--- src/hdl/psba_pkg.sv ---
// Package: constants, codes and types for the paged staging bump allocator
package psba_pkg;
    localparam int FRAME_SLOTS        = 2;
    localparam int MAX_PAGES_PER_SLOT = 8;
    localparam int SIZE_BITS          = 32;
    localparam int SLOT_W = (FRAME_SLOTS > 1) ? $clog2(FRAME_SLOTS) : 1;
    localparam int PAGE_W = (MAX_PAGES_PER_SLOT > 1) ? $clog2(MAX_PAGES_PER_SLOT) : 1;
    localparam int CNT_W  = $clog2(MAX_PAGES_PER_SLOT + 1);
    localparam int HEAD_W = SIZE_BITS + 1;
    localparam int SUM_W  = 37;
    localparam int ALIGN_W = 17;

    typedef enum logic [1:0] {
        CMD_BEGIN   = 2'd0,
        CMD_RESERVE = 2'd1,
        CMD_END     = 2'd2,
        CMD_NONE    = 2'd3
    } cmd_t;

    typedef enum logic [2:0] {
        ST_OK         = 3'd0,
        ST_ZERO_SIZE  = 3'd1,
        ST_NOT_REC    = 3'd2,
        ST_EXHAUSTED  = 3'd3,
        ST_BAD_FRAME  = 3'd4
    } status_t;

    localparam logic [1:0] REG_BASE   = 2'd0;
    localparam logic [1:0] REG_MAXPG  = 2'd1;
    localparam logic [1:0] REG_GROWTH = 2'd2;

    typedef struct packed {
        logic [1:0]  cmd;
        logic [2:0]  frame;
        logic [31:0] req_size;
        logic [16:0] req_align;
    } req_t;

    typedef struct packed {
        logic [2:0]  status;
        logic [2:0]  page_index;
        logic [31:0] offset;
        logic        grew;
        logic [36:0] used_total;
        logic [3:0]  pages_held;
        logic [36:0] capacity_total;
        logic [3:0]  growth_events;
    } rsp_t;
endpackage

--- src/hdl/psba_if.sv ---
// Interfaces: request and response channels
interface psba_req_if;
    import psba_pkg::*;
    logic valid;
    logic ready;
    req_t data;
    modport source (output valid, output data, input ready);
    modport sink (input valid, input data, output ready);
endinterface

interface psba_rsp_if;
    import psba_pkg::*;
    logic valid;
    logic ready;
    rsp_t data;
    modport source (output valid, output data, input ready);
    modport sink (input valid, input data, output ready);
endinterface

--- src/hdl/paged_staging_bump_allocator.sv ---
// Sequence: decode; each page searched runs load, 33 remainder steps and a fit check;
// grow or exhaust if no page fits; then a capacity sum over each page held.
// Begin/end and other non-search words go from decode to the sum; a bad frame goes straight out.
// Throughput: one word at a time; ready the cycle after the result is taken, bar APB writes.
// Reset: rst_n async low; registers 65536/8/1, slots cleared by a sweep of the page
// entries after reset or any accepted write to one of the three registers.
module paged_staging_bump_allocator
    import psba_pkg::*;
(
    input  logic        clk,
    input  logic        rst_n,
    input  logic        psel,
    input  logic        penable,
    input  logic        pwrite,
    input  logic [3:0]  paddr,
    input  logic [31:0] pwdata,
    output logic [31:0] prdata,
    output logic        pready,
    psba_req_if.sink    req,
    psba_rsp_if.source  rsp
);
    typedef enum logic [8:0] {
        S_INIT  = 9'b000000001,
        S_IDLE  = 9'b000000010,
        S_DEC   = 9'b000000100,
        S_LOAD  = 9'b000001000,
        S_REM   = 9'b000010000,
        S_FIT   = 9'b000100000,
        S_GROW  = 9'b001000000,
        S_SUM   = 9'b010000000,
        S_OUT   = 9'b100000000
    } state_t;

    localparam int ENT = FRAME_SLOTS * MAX_PAGES_PER_SLOT;
    localparam int ENT_W = $clog2(ENT);

    state_t state_reg, state_next;
    logic [31:0] base_reg;
    logic [3:0]  maxpg_reg;
    logic        growth_en_reg;

    logic [HEAD_W-1:0] head_mem [ENT];
    logic [HEAD_W-1:0] cap_mem  [ENT];
    logic [CNT_W-1:0]  count_reg [FRAME_SLOTS];
    logic              rec_reg   [FRAME_SLOTS];
    logic [SUM_W-1:0]  used_reg  [FRAME_SLOTS];
    logic [3:0]        grow_reg  [FRAME_SLOTS];

    req_t              cur_reg;
    logic [SLOT_W-1:0] slot_reg;
    logic [CNT_W-1:0]  pg_reg;
    logic [HEAD_W-1:0] head_reg, cap_reg;
    logic [HEAD_W-1:0] rem_reg;
    logic [5:0]        bit_reg;
    logic [HEAD_W+ALIGN_W-1:0] dvd_reg;
    logic [SUM_W-1:0]  sum_reg;
    rsp_t              out_reg;
    logic [PAGE_W:0]   init_cnt_reg;

    logic cfg_wr;
    logic cfg_take;
    logic cfg_hit;
    logic cfg_init;
    assign cfg_wr = psel && penable && pwrite;
    assign pready = 1'b1;
    // register writes land only while no word is in flight
    assign cfg_take = cfg_wr && (state_reg == S_IDLE || state_reg == S_INIT);
    assign cfg_hit  = (paddr[3:2] == REG_BASE) || (paddr[3:2] == REG_MAXPG)
                   || (paddr[3:2] == REG_GROWTH);
    assign cfg_init = cfg_take && cfg_hit;

    always_comb
    begin
        case (paddr[3:2])
            REG_BASE:   prdata = base_reg;
            REG_MAXPG:  prdata = {28'd0, maxpg_reg};
            REG_GROWTH: prdata = {31'd0, growth_en_reg};
            default:    prdata = 32'd0;
        endcase
    end

    // effective config
    logic [HEAD_W-1:0] eff_base;
    logic [CNT_W-1:0]  eff_max;
    assign eff_base = (base_reg == 32'd0) ? HEAD_W'(1) : HEAD_W'(base_reg);
    always_comb
    begin
        if (maxpg_reg == 4'd0)
            eff_max = CNT_W'(1);
        else if (32'(maxpg_reg) > MAX_PAGES_PER_SLOT)
            eff_max = CNT_W'(MAX_PAGES_PER_SLOT);
        else
            eff_max = CNT_W'(maxpg_reg);
    end

    logic [HEAD_W-1:0] align_eff;
    assign align_eff = (cur_reg.req_align == '0) ? HEAD_W'(1) : HEAD_W'(cur_reg.req_align);

    logic [ENT_W-1:0] ent_idx;
    assign ent_idx = ENT_W'({slot_reg, pg_reg[PAGE_W-1:0]});

    // subtractor for the remainder step; the fit check uses its own comparators
    logic [HEAD_W:0] sub_a, sub_b, sub_d;
    logic [HEAD_W-1:0] rem_shift;
    assign rem_shift = {rem_reg[HEAD_W-2:0], dvd_reg[HEAD_W+ALIGN_W-1]};
    always_comb
    begin
        if (state_reg == S_REM)
        begin
            sub_a = {1'b0, rem_shift};
            sub_b = {1'b0, align_eff};
        end
        else
        begin
            sub_a = {1'b0, cap_reg};
            sub_b = {1'b0, head_reg};
        end
    end
    assign sub_d = sub_a - sub_b;

    // aligned offset from remainder (rem_reg holds head % align in S_FIT)
    logic [HEAD_W+1:0] off_full;
    assign off_full = (rem_reg == '0) ? {2'b0, head_reg}
                    : {2'b0, head_reg} + {2'b0, align_eff} - {2'b0, rem_reg};
    logic fits;
    assign fits = (off_full <= {2'b0, cap_reg})
               && ({3'b0, cur_reg.req_size} <= ({2'b0, cap_reg} - off_full));

    // next power of two of size: smear size-1 right, then add one
    logic [SIZE_BITS-1:0] size_smear;
    logic [HEAD_W-1:0] p2;
    always_comb
    begin
        size_smear = cur_reg.req_size - 1'b1;
        for (int k = 1; k < SIZE_BITS; k = k * 2)
            size_smear = size_smear | (size_smear >> k);
        p2 = HEAD_W'(size_smear) + HEAD_W'(1);
    end
    logic [HEAD_W-1:0] new_cap;
    assign new_cap = (p2 < eff_base) ? eff_base : p2;

    assign req.ready = (state_reg == S_IDLE) && !cfg_wr;
    assign rsp.valid = (state_reg == S_OUT);
    assign rsp.data  = out_reg;

    logic slot_ok;
    assign slot_ok = 32'(cur_reg.frame) < FRAME_SLOTS;

    status_t dec_status;
    always_comb
    begin
        if (cur_reg.cmd == CMD_RESERVE && cur_reg.req_size == '0)
            dec_status = ST_ZERO_SIZE;
        else if (!slot_ok)
            dec_status = ST_BAD_FRAME;
        else if ((cur_reg.cmd == CMD_RESERVE || cur_reg.cmd == CMD_END) && !rec_reg[slot_reg])
            dec_status = ST_NOT_REC;
        else
            dec_status = ST_OK;
    end

    always_comb
    begin
        state_next = state_reg;
        unique case (state_reg)
            S_INIT:
                if (cfg_init) state_next = S_INIT;
                else if (init_cnt_reg == (PAGE_W+1)'(MAX_PAGES_PER_SLOT - 1))
                    state_next = S_IDLE;
            S_IDLE:
                if (cfg_init) state_next = S_INIT;
                else if (req.valid && req.ready) state_next = S_DEC;
            S_DEC:
                if (cur_reg.cmd == CMD_RESERVE && cur_reg.req_size != '0 && slot_ok
                    && rec_reg[slot_reg])
                    state_next = (count_reg[slot_reg] != '0) ? S_LOAD : S_GROW;
                else
                    state_next = slot_ok ? S_SUM : S_OUT;
            S_LOAD: state_next = S_REM;
            S_REM:  if (bit_reg == 6'd0) state_next = S_FIT;
            S_FIT:
                if (fits) state_next = S_SUM;
                else if (pg_reg + 1'b1 < count_reg[slot_reg]) state_next = S_LOAD;
                else state_next = S_GROW;
            S_GROW: state_next = S_SUM;
            S_SUM:  if (pg_reg + 1'b1 >= count_reg[slot_reg]) state_next = S_OUT;
            S_OUT:  if (rsp.ready) state_next = S_IDLE;
            default: state_next = S_INIT;
        endcase
    end

    always_ff @(posedge clk or negedge rst_n)
    begin
        if (!rst_n)
        begin
            state_reg     <= S_INIT;
            base_reg      <= 32'd65536;
            maxpg_reg     <= 4'd8;
            growth_en_reg <= 1'b1;
            init_cnt_reg  <= '0;
            for (int s = 0; s < FRAME_SLOTS; s++)
            begin
                count_reg[s] <= CNT_W'(1);
                rec_reg[s]   <= 1'b0;
                used_reg[s]  <= '0;
                grow_reg[s]  <= '0;
            end
        end
        else
        begin
            state_reg <= state_next;
            if (cfg_take)
            begin
                case (paddr[3:2])
                    REG_BASE:   base_reg <= pwdata;
                    REG_MAXPG:  maxpg_reg <= pwdata[3:0];
                    REG_GROWTH: growth_en_reg <= pwdata[0];
                    default: ;
                endcase
            end
            if (cfg_init)
            begin
                init_cnt_reg <= '0;
                for (int s = 0; s < FRAME_SLOTS; s++)
                begin
                    count_reg[s] <= CNT_W'(1);
                    rec_reg[s]   <= 1'b0;
                    used_reg[s]  <= '0;
                    grow_reg[s]  <= '0;
                end
            end
            else if (state_reg == S_INIT)
                init_cnt_reg <= init_cnt_reg + 1'b1;
            if (state_reg == S_DEC && slot_ok && cur_reg.cmd == CMD_BEGIN
                && !(cur_reg.req_size == '0 && cur_reg.cmd == CMD_RESERVE))
            begin
                used_reg[slot_reg] <= '0;
                grow_reg[slot_reg] <= '0;
                rec_reg[slot_reg]  <= 1'b1;
            end
            if (state_reg == S_DEC && slot_ok && cur_reg.cmd == CMD_END)
                rec_reg[slot_reg] <= 1'b0;
            if (state_reg == S_FIT && fits)
                used_reg[slot_reg] <= used_reg[slot_reg]
                    + SUM_W'(off_full + HEAD_W'(cur_reg.req_size) - head_reg);
            if (state_reg == S_GROW && growth_en_reg && count_reg[slot_reg] < eff_max)
            begin
                count_reg[slot_reg] <= count_reg[slot_reg] + 1'b1;
                grow_reg[slot_reg]  <= grow_reg[slot_reg] + 1'b1;
                used_reg[slot_reg]  <= used_reg[slot_reg] + SUM_W'(cur_reg.req_size);
            end
        end
    end

    // head/capacity memories and datapath
    always_ff @(posedge clk)
    begin
        if (state_reg == S_INIT)
            for (int s = 0; s < FRAME_SLOTS; s++)
            begin
                head_mem[ENT_W'({SLOT_W'(s), init_cnt_reg[PAGE_W-1:0]})] <= '0;
                cap_mem[ENT_W'({SLOT_W'(s), init_cnt_reg[PAGE_W-1:0]})] <=
                    (init_cnt_reg == '0) ? eff_base : '0;
            end
        if (state_reg == S_IDLE && req.valid && req.ready)
        begin
            cur_reg  <= req.data;
            slot_reg <= SLOT_W'(req.data.frame);
        end
        if (state_reg == S_DEC)
        begin
            pg_reg  <= '0;
            sum_reg <= '0;
            out_reg <= {dec_status, ($bits(rsp_t) - 3)'(0)};
        end
        if (state_reg == S_DEC && slot_ok && cur_reg.cmd == CMD_BEGIN)
            for (int p = 0; p < MAX_PAGES_PER_SLOT; p++)
                head_mem[ENT_W'({slot_reg, PAGE_W'(p)})] <= '0;
        if (state_reg == S_LOAD)
        begin
            head_reg <= head_mem[ent_idx];
            cap_reg  <= cap_mem[ent_idx];
            dvd_reg  <= {head_mem[ent_idx], {ALIGN_W{1'b0}}};
            rem_reg  <= '0;
            bit_reg  <= 6'(HEAD_W - 1);
        end
        if (state_reg == S_REM)
        begin
            rem_reg <= sub_d[HEAD_W] ? rem_shift : sub_d[HEAD_W-1:0];
            dvd_reg <= dvd_reg << 1;
            bit_reg <= bit_reg - 1'b1;
        end
        if (state_reg == S_FIT)
        begin
            if (fits)
            begin
                head_mem[ent_idx] <= HEAD_W'(off_full + HEAD_W'(cur_reg.req_size));
                out_reg.page_index <= 3'(pg_reg);
                out_reg.offset <= off_full[31:0];
                pg_reg <= '0;
            end
            else if (pg_reg + 1'b1 < count_reg[slot_reg])
                pg_reg <= pg_reg + 1'b1;
            else
                pg_reg <= '0;
        end
        if (state_reg == S_GROW)
        begin
            pg_reg <= '0;
            if (growth_en_reg && count_reg[slot_reg] < eff_max)
            begin
                cap_mem[ENT_W'({slot_reg, count_reg[slot_reg][PAGE_W-1:0]})] <= new_cap;
                head_mem[ENT_W'({slot_reg, count_reg[slot_reg][PAGE_W-1:0]})] <=
                    HEAD_W'(cur_reg.req_size);
                out_reg.page_index <= 3'(count_reg[slot_reg]);
                out_reg.grew <= 1'b1;
            end
            else
                out_reg.status <= ST_EXHAUSTED;
        end
        if (state_reg == S_SUM)
        begin
            sum_reg <= sum_reg + SUM_W'(cap_mem[ent_idx]);
            pg_reg  <= pg_reg + 1'b1;
            if (pg_reg + 1'b1 >= count_reg[slot_reg])
            begin
                out_reg.capacity_total <= sum_reg + SUM_W'(cap_mem[ent_idx]);
                out_reg.used_total     <= used_reg[slot_reg];
                out_reg.pages_held     <= 4'(count_reg[slot_reg]);
                out_reg.growth_events  <= grow_reg[slot_reg];
            end
        end
    end
endmodule

--- src/flat_wrapper.sv ---
// flat-port wrapper written by rule: the top's interface ports become plain ports
module paged_staging_bump_allocator_flat import psba_pkg::*;
  (clk, rst_n, psel, penable, pwrite, paddr, pwdata, prdata, pready, req_valid, req_data, req_ready, rsp_valid, rsp_data, rsp_ready);
  psba_req_if req_i ();
  psba_rsp_if rsp_i ();
  input  logic clk;
  input  logic rst_n;
  input  logic psel;
  input  logic penable;
  input  logic pwrite;
  input  logic [3:0] paddr;
  input  logic [31:0] pwdata;
  output logic [31:0] prdata;
  output logic pready;
  input wire logic [$bits(req_i.valid)-1:0] req_valid;
  input wire logic [$bits(req_i.data)-1:0] req_data;
  output wire logic [$bits(req_i.ready)-1:0] req_ready;
  output wire logic [$bits(rsp_i.valid)-1:0] rsp_valid;
  output wire logic [$bits(rsp_i.data)-1:0] rsp_data;
  input wire logic [$bits(rsp_i.ready)-1:0] rsp_ready;
  assign req_i.valid = req_valid;
  assign req_i.data = req_data;
  assign req_ready = req_i.ready;
  assign rsp_valid = rsp_i.valid;
  assign rsp_data = rsp_i.data;
  assign rsp_i.ready = rsp_ready;
  paged_staging_bump_allocator u_core (.clk(clk), .rst_n(rst_n), .psel(psel), .penable(penable), .pwrite(pwrite), .paddr(paddr), .pwdata(pwdata), .prdata(prdata), .pready(pready), .req(req_i), .rsp(rsp_i));
endmodule
--- config.mk ---
export PLATFORM = sky130hd
export DESIGN_NAME = paged_staging_bump_allocator_flat
export DESIGN_NICKNAME = d
export VERILOG_FILES = /design/src/hdl/psba_pkg.sv /design/src/hdl/psba_if.sv /design/src/hdl/paged_staging_bump_allocator.sv /design/src/flat_wrapper.sv
export SDC_FILE = /design/constraint.sdc
export NUM_CORES = 2
export LEC_CHECK = 0
export BUFFER_PORTS_ARGS = -buffer_cell sky130_fd_sc_hd__clkbuf_2
export CORE_MARGIN = 5
export CORE_UTILIZATION = 45
export DETAILED_ROUTE_END_ITERATION = 8
export PLACE_DENSITY = 0.71
export SLEW_MARGIN = 40
export SYNTH_ARGS = -nofsm -noshare
export SYNTH_HDL_FRONTEND = slang
export SYNTH_SLANG_ARGS = --single-unit
export TNS_END_PERCENT = 5
--- constraint.sdc ---
create_clock -name clk -period 24.2 [get_ports clk]
set_input_delay 2.42 -clock clk [delete_from_list [all_inputs] [get_ports clk]]
set_output_delay 2.42 -clock clk [all_outputs]
set_load 0.01 [all_outputs]
==> summary.txt <==
Synthesis
  – Distinct cells, synth: 102
  – Synth top area share: 0.273
  – Mapped Cells: 7630
  – Yosys warnings: 0
  – Predominant post-synthesis flop cell: edfxtp_1
  – Mean Syn Cell Area: 10.9 um^2
  – FF+latch count, synth: 1552
  – Synth Net Count: 8100
  – Cell Area, Synth: 0.0830 mm^2
  – Async SR Flop Fraction: 0.0915
  – Seq/Total Area, Yosys: 0.474
  – Synth area leader: edfxtp_1
  – Synth area leaders: edfxtp_1 (27%), dfxtp_1 (16%), mux4_2 (9.0%)
  – Number of synthesized flops with an enable pin: 753

Routing
  – Wire per inst: 26.9 um
  – DRT Pass-1 Iters: 8
  – Vias per cell: 6.19
  – Routed WL: 278 mm
  – Initial drt markers: 7687
  – Via Count: 64160
  – Post-route antenna net violation count: 0
  – DRC: 0

Pwr
  – VDD IR max: 0.0000809 V
  – PwrDens: 78.9 mW/mm^2
  – Pleak: 37.7 nW

Placed design
  – DPL Wire Length: 190 mm
  – Port-buffer cells: 249
  – Routability Congestion: 0.987

Global route
  – First-pass GRT wire length: 406 mm
  – Initial antenna violation count: 17
  – Busiest grt layer: met2
  – Grt met1 use: 0.359
  – Met3 Use GR: 0.0620
  – Pin count of the biggest net entering global routing: 133
  – Gr usage total: 0.281
  – Vias in the first global route: 63124
  – Grt ovf: 0
  – Met2 GRT Util: 0.431

Setup path
  – CP Buf/Inv Count: 2
  – Startpoint types: flip-flop
  – Required time worst endpoint: 24.94 ns
  – Top cell by count, worst path: a21oi_1
  – CP Data Arrival Time: 15.33 ns
  – Critical Path End Type: flip-flop
  – Worst path slowest cell: nand2_4
  – Slowest stage delay, CP: 0.66 ns
  – Worst Setup Path Type: reg -> reg
  – Critical-path maximum fanout: 38
  – Cell family with most CP delay: compound AO/OA/AOI/OAI gates

Finish
  – Layout net count: 8216
  – Fill cell count: 15986
  – Share of cells above drive strength 1: 0.162
  – Fin util: 0.508
  – Area growth syn-to-layout: 12.1%

Clock network
  – CTS tree: done
  – Root Buffer: clkbuf_16
  – Sink Count: 1552
  – Clock Latency Late Sink: 0.85 ns
  – Maximum root-to-sink buffer count: 3
  – Post-CTS Resized: 0
  – Htree depth: 4
  – TritonCTS Buffers: 166
  – Clock transition at path regs: 0.06 ns
  – Post-CTS Repair Setup Buffers: 0
  – Hold_buf cts: 0

Floorplanning
  – Initial Util: 0.453
  – Die W: 439 um
  – Core outline area: 0.183 mm^2
  – I/O pins: 253
  – Rows: 157
  – Die area: 0.193 mm^2
  – Die Ht: 439 um

Timing
  – Setup TNS: 0 ns
  – Min Clock Period, post-route: 14.59 ns
  – Hold_ws: 0.450 ns
  – Final period utilization: 0.603
  – Final-report hold violation count: 0
  – Worst slew pin tran: 0.976 ns
  – Final setup viols: 0
  – Fmax: 68.6 MHz
  – Clock Skew: 0.0618 ns
  – Max Slew Vio Count: 0
  – Relative slew margins: 0.343
  – RSZ-0062 raised after global routing: no

Status
  – Outcome: finished clean

Worst hold path
  – Hold Crit Class: reg -> reg

Flow run
  – Max-Cap Viols: 0
[cell usage after synthesis, types with 23 or more instances]
| master | count |
|---|---|
| a21o_1 | 110 |
| xor2_1 | 106 |
| buf_1 | 65 |
| clkbuf_1 | 381 |
| nor2b_1 | 53 |
| nor2_1 | 510 |
| nand4_1 | 39 |
| and2_1 | 27 |
| o21a_1 | 44 |
| a211oi_1 | 93 |
| o211ai_1 | 47 |
| or3_1 | 32 |
| dfxtp_1 | 657 |
| buf_2 | 56 |
| xnor2_1 | 160 |
| dfrtp_1 | 136 |
| o21bai_1 | 31 |
| o31ai_1 | 23 |
| a31oi_1 | 36 |
| a22o_1 | 82 |
| edfxtp_1 | 753 |
| or2_2 | 23 |
| nor4_1 | 35 |
| and3_1 | 72 |
| ha_1 | 333 |
| inv_1 | 280 |
| o21ai_0 | 391 |
| mux2_2 | 73 |
| mux2i_1 | 540 |
| a22oi_1 | 106 |
| fa_1 | 40 |
| a21oi_1 | 250 |
| a21boi_0 | 39 |
| nand3_1 | 192 |
| nor3_1 | 158 |
| nand2b_1 | 60 |
| mux4_2 | 330 |
| nand2_1 | 1011 |
[per-stage QoR]
step / std cells / total power, mW / instance area, um^2 / worst slack [ns]
after floorplan: 7630 / 4.12 / 83000 / 13.43
after global placement: 10000 / 4.70 / 86900 / 9.99
after detailed placement: 10041 / 4.75 / 87400 / 9.96
after CTS: 10349 / 7.34 / 92900 / 9.86
after global routing: 10351 / 7.58 / 93000 / 8.78
final: 10360 / 7.34 / 93000 / 9.61
[layout by cell type (no fill, tap or decap), types with 72 or more instances in the layout]
| cell | instances |
|---|---|
| and3_1 | 72 |
| mux2i_1 | 535 |
| dfxtp_1 | 657 |
| o21ai_0 | 383 |
| inv_1 | 278 |
| a22o_1 | 82 |
| mux2_2 | 73 |
| nor2_1 | 493 |
| ha_1 | 333 |
| clkbuf_2 | 246 |
| a211oi_1 | 92 |
| a21oi_1 | 241 |
| nor3_1 | 156 |
| dfrtp_1 | 136 |
| nand2_1 | 1007 |
| a22oi_1 | 106 |
| xor2_1 | 102 |
| clkbuf_16 | 169 |
| edfxtp_1 | 753 |
| a21o_1 | 110 |
| buf_4 | 156 |
| xnor2_1 | 147 |
| mux4_2 | 330 |
| nand3_1 | 189 |
[where the power goes]
| group | switching, mW | internal [mW] | total (mW) | leakage (nW) |
|---|---|---|---|---|
| Sequential | 0.146 | 3.02 | 3.16 | 14.3 |
| Clock | 1.12 | 1.48 | 2.60 | 2.72 |
| Combinational | 1.05 | 0.527 | 1.58 | 20.6 |
| Total | 2.32 | 5.02 | 7.34 | 37.7 |
[routing by layer]
layer	vias to the layer above	part of all wire
li1	28148	-
met1	31588	0.38
met2	3570	0.44
met3	846	0.10
met4	8	0.079
met5	-	0.00019
[path summary, 6_finish.rpt]
check,start,to,slack (ns),cells after the start
max in group asynchronous,rst_n,u_core.used_reg[15],20.98,3
min in group asynchronous,rst_n,u_core.base_reg[25],1.44,1
worst min register to register,u_core.rsp.data[40],u_core.rsp.data[40],0.45,2
worst max-delay path,u_core.cur_reg[2],u_core.head_mem[10][6],9.61,58
worst min-delay path,u_core.rsp.data[40],u_core.rsp.data[40],0.45,2
worst max register to register,u_core.cur_reg[2],u_core.head_mem[10][6],9.61,58
[area by class of cell]
cell class                      instances  area (um^2)  share of cell area
Multi-Input combinational cell       5284        41000               0.441
Sequential cell                      1552        39300               0.423
Clock buffer                          225         4670              0.0502
Tap cell                             2464         3080              0.0331
Timing Repair Buffer                  460         2900              0.0311
Inverter                              282         1060              0.0114
Clock inverter                         83          920             0.00989
Antenna cell                           10         25.0            0.000269
[cells by family after synthesis]
| kind of cell | share of synthesized area |
|---|---|
| xor gates and xnor gates | 0.0281 |
| and+or+nand+nor | 0.125 |
| buffers and inverters | 0.0375 |
| other | 0.0000452 |
| adders and majority gates | 0.0613 |
| DFF | 0.474 |
| AOI/OAI and AO/OA | 0.110 |
| muxes | 0.165 |
[worst min-delay path, cell delays in order (launching register included)]
cell	delay (ns)
dfxtp_1	0.32
nand2_1	0.04
o21ai_0	0.05
No activity file was read; power rests on OpenSTA's default activity.
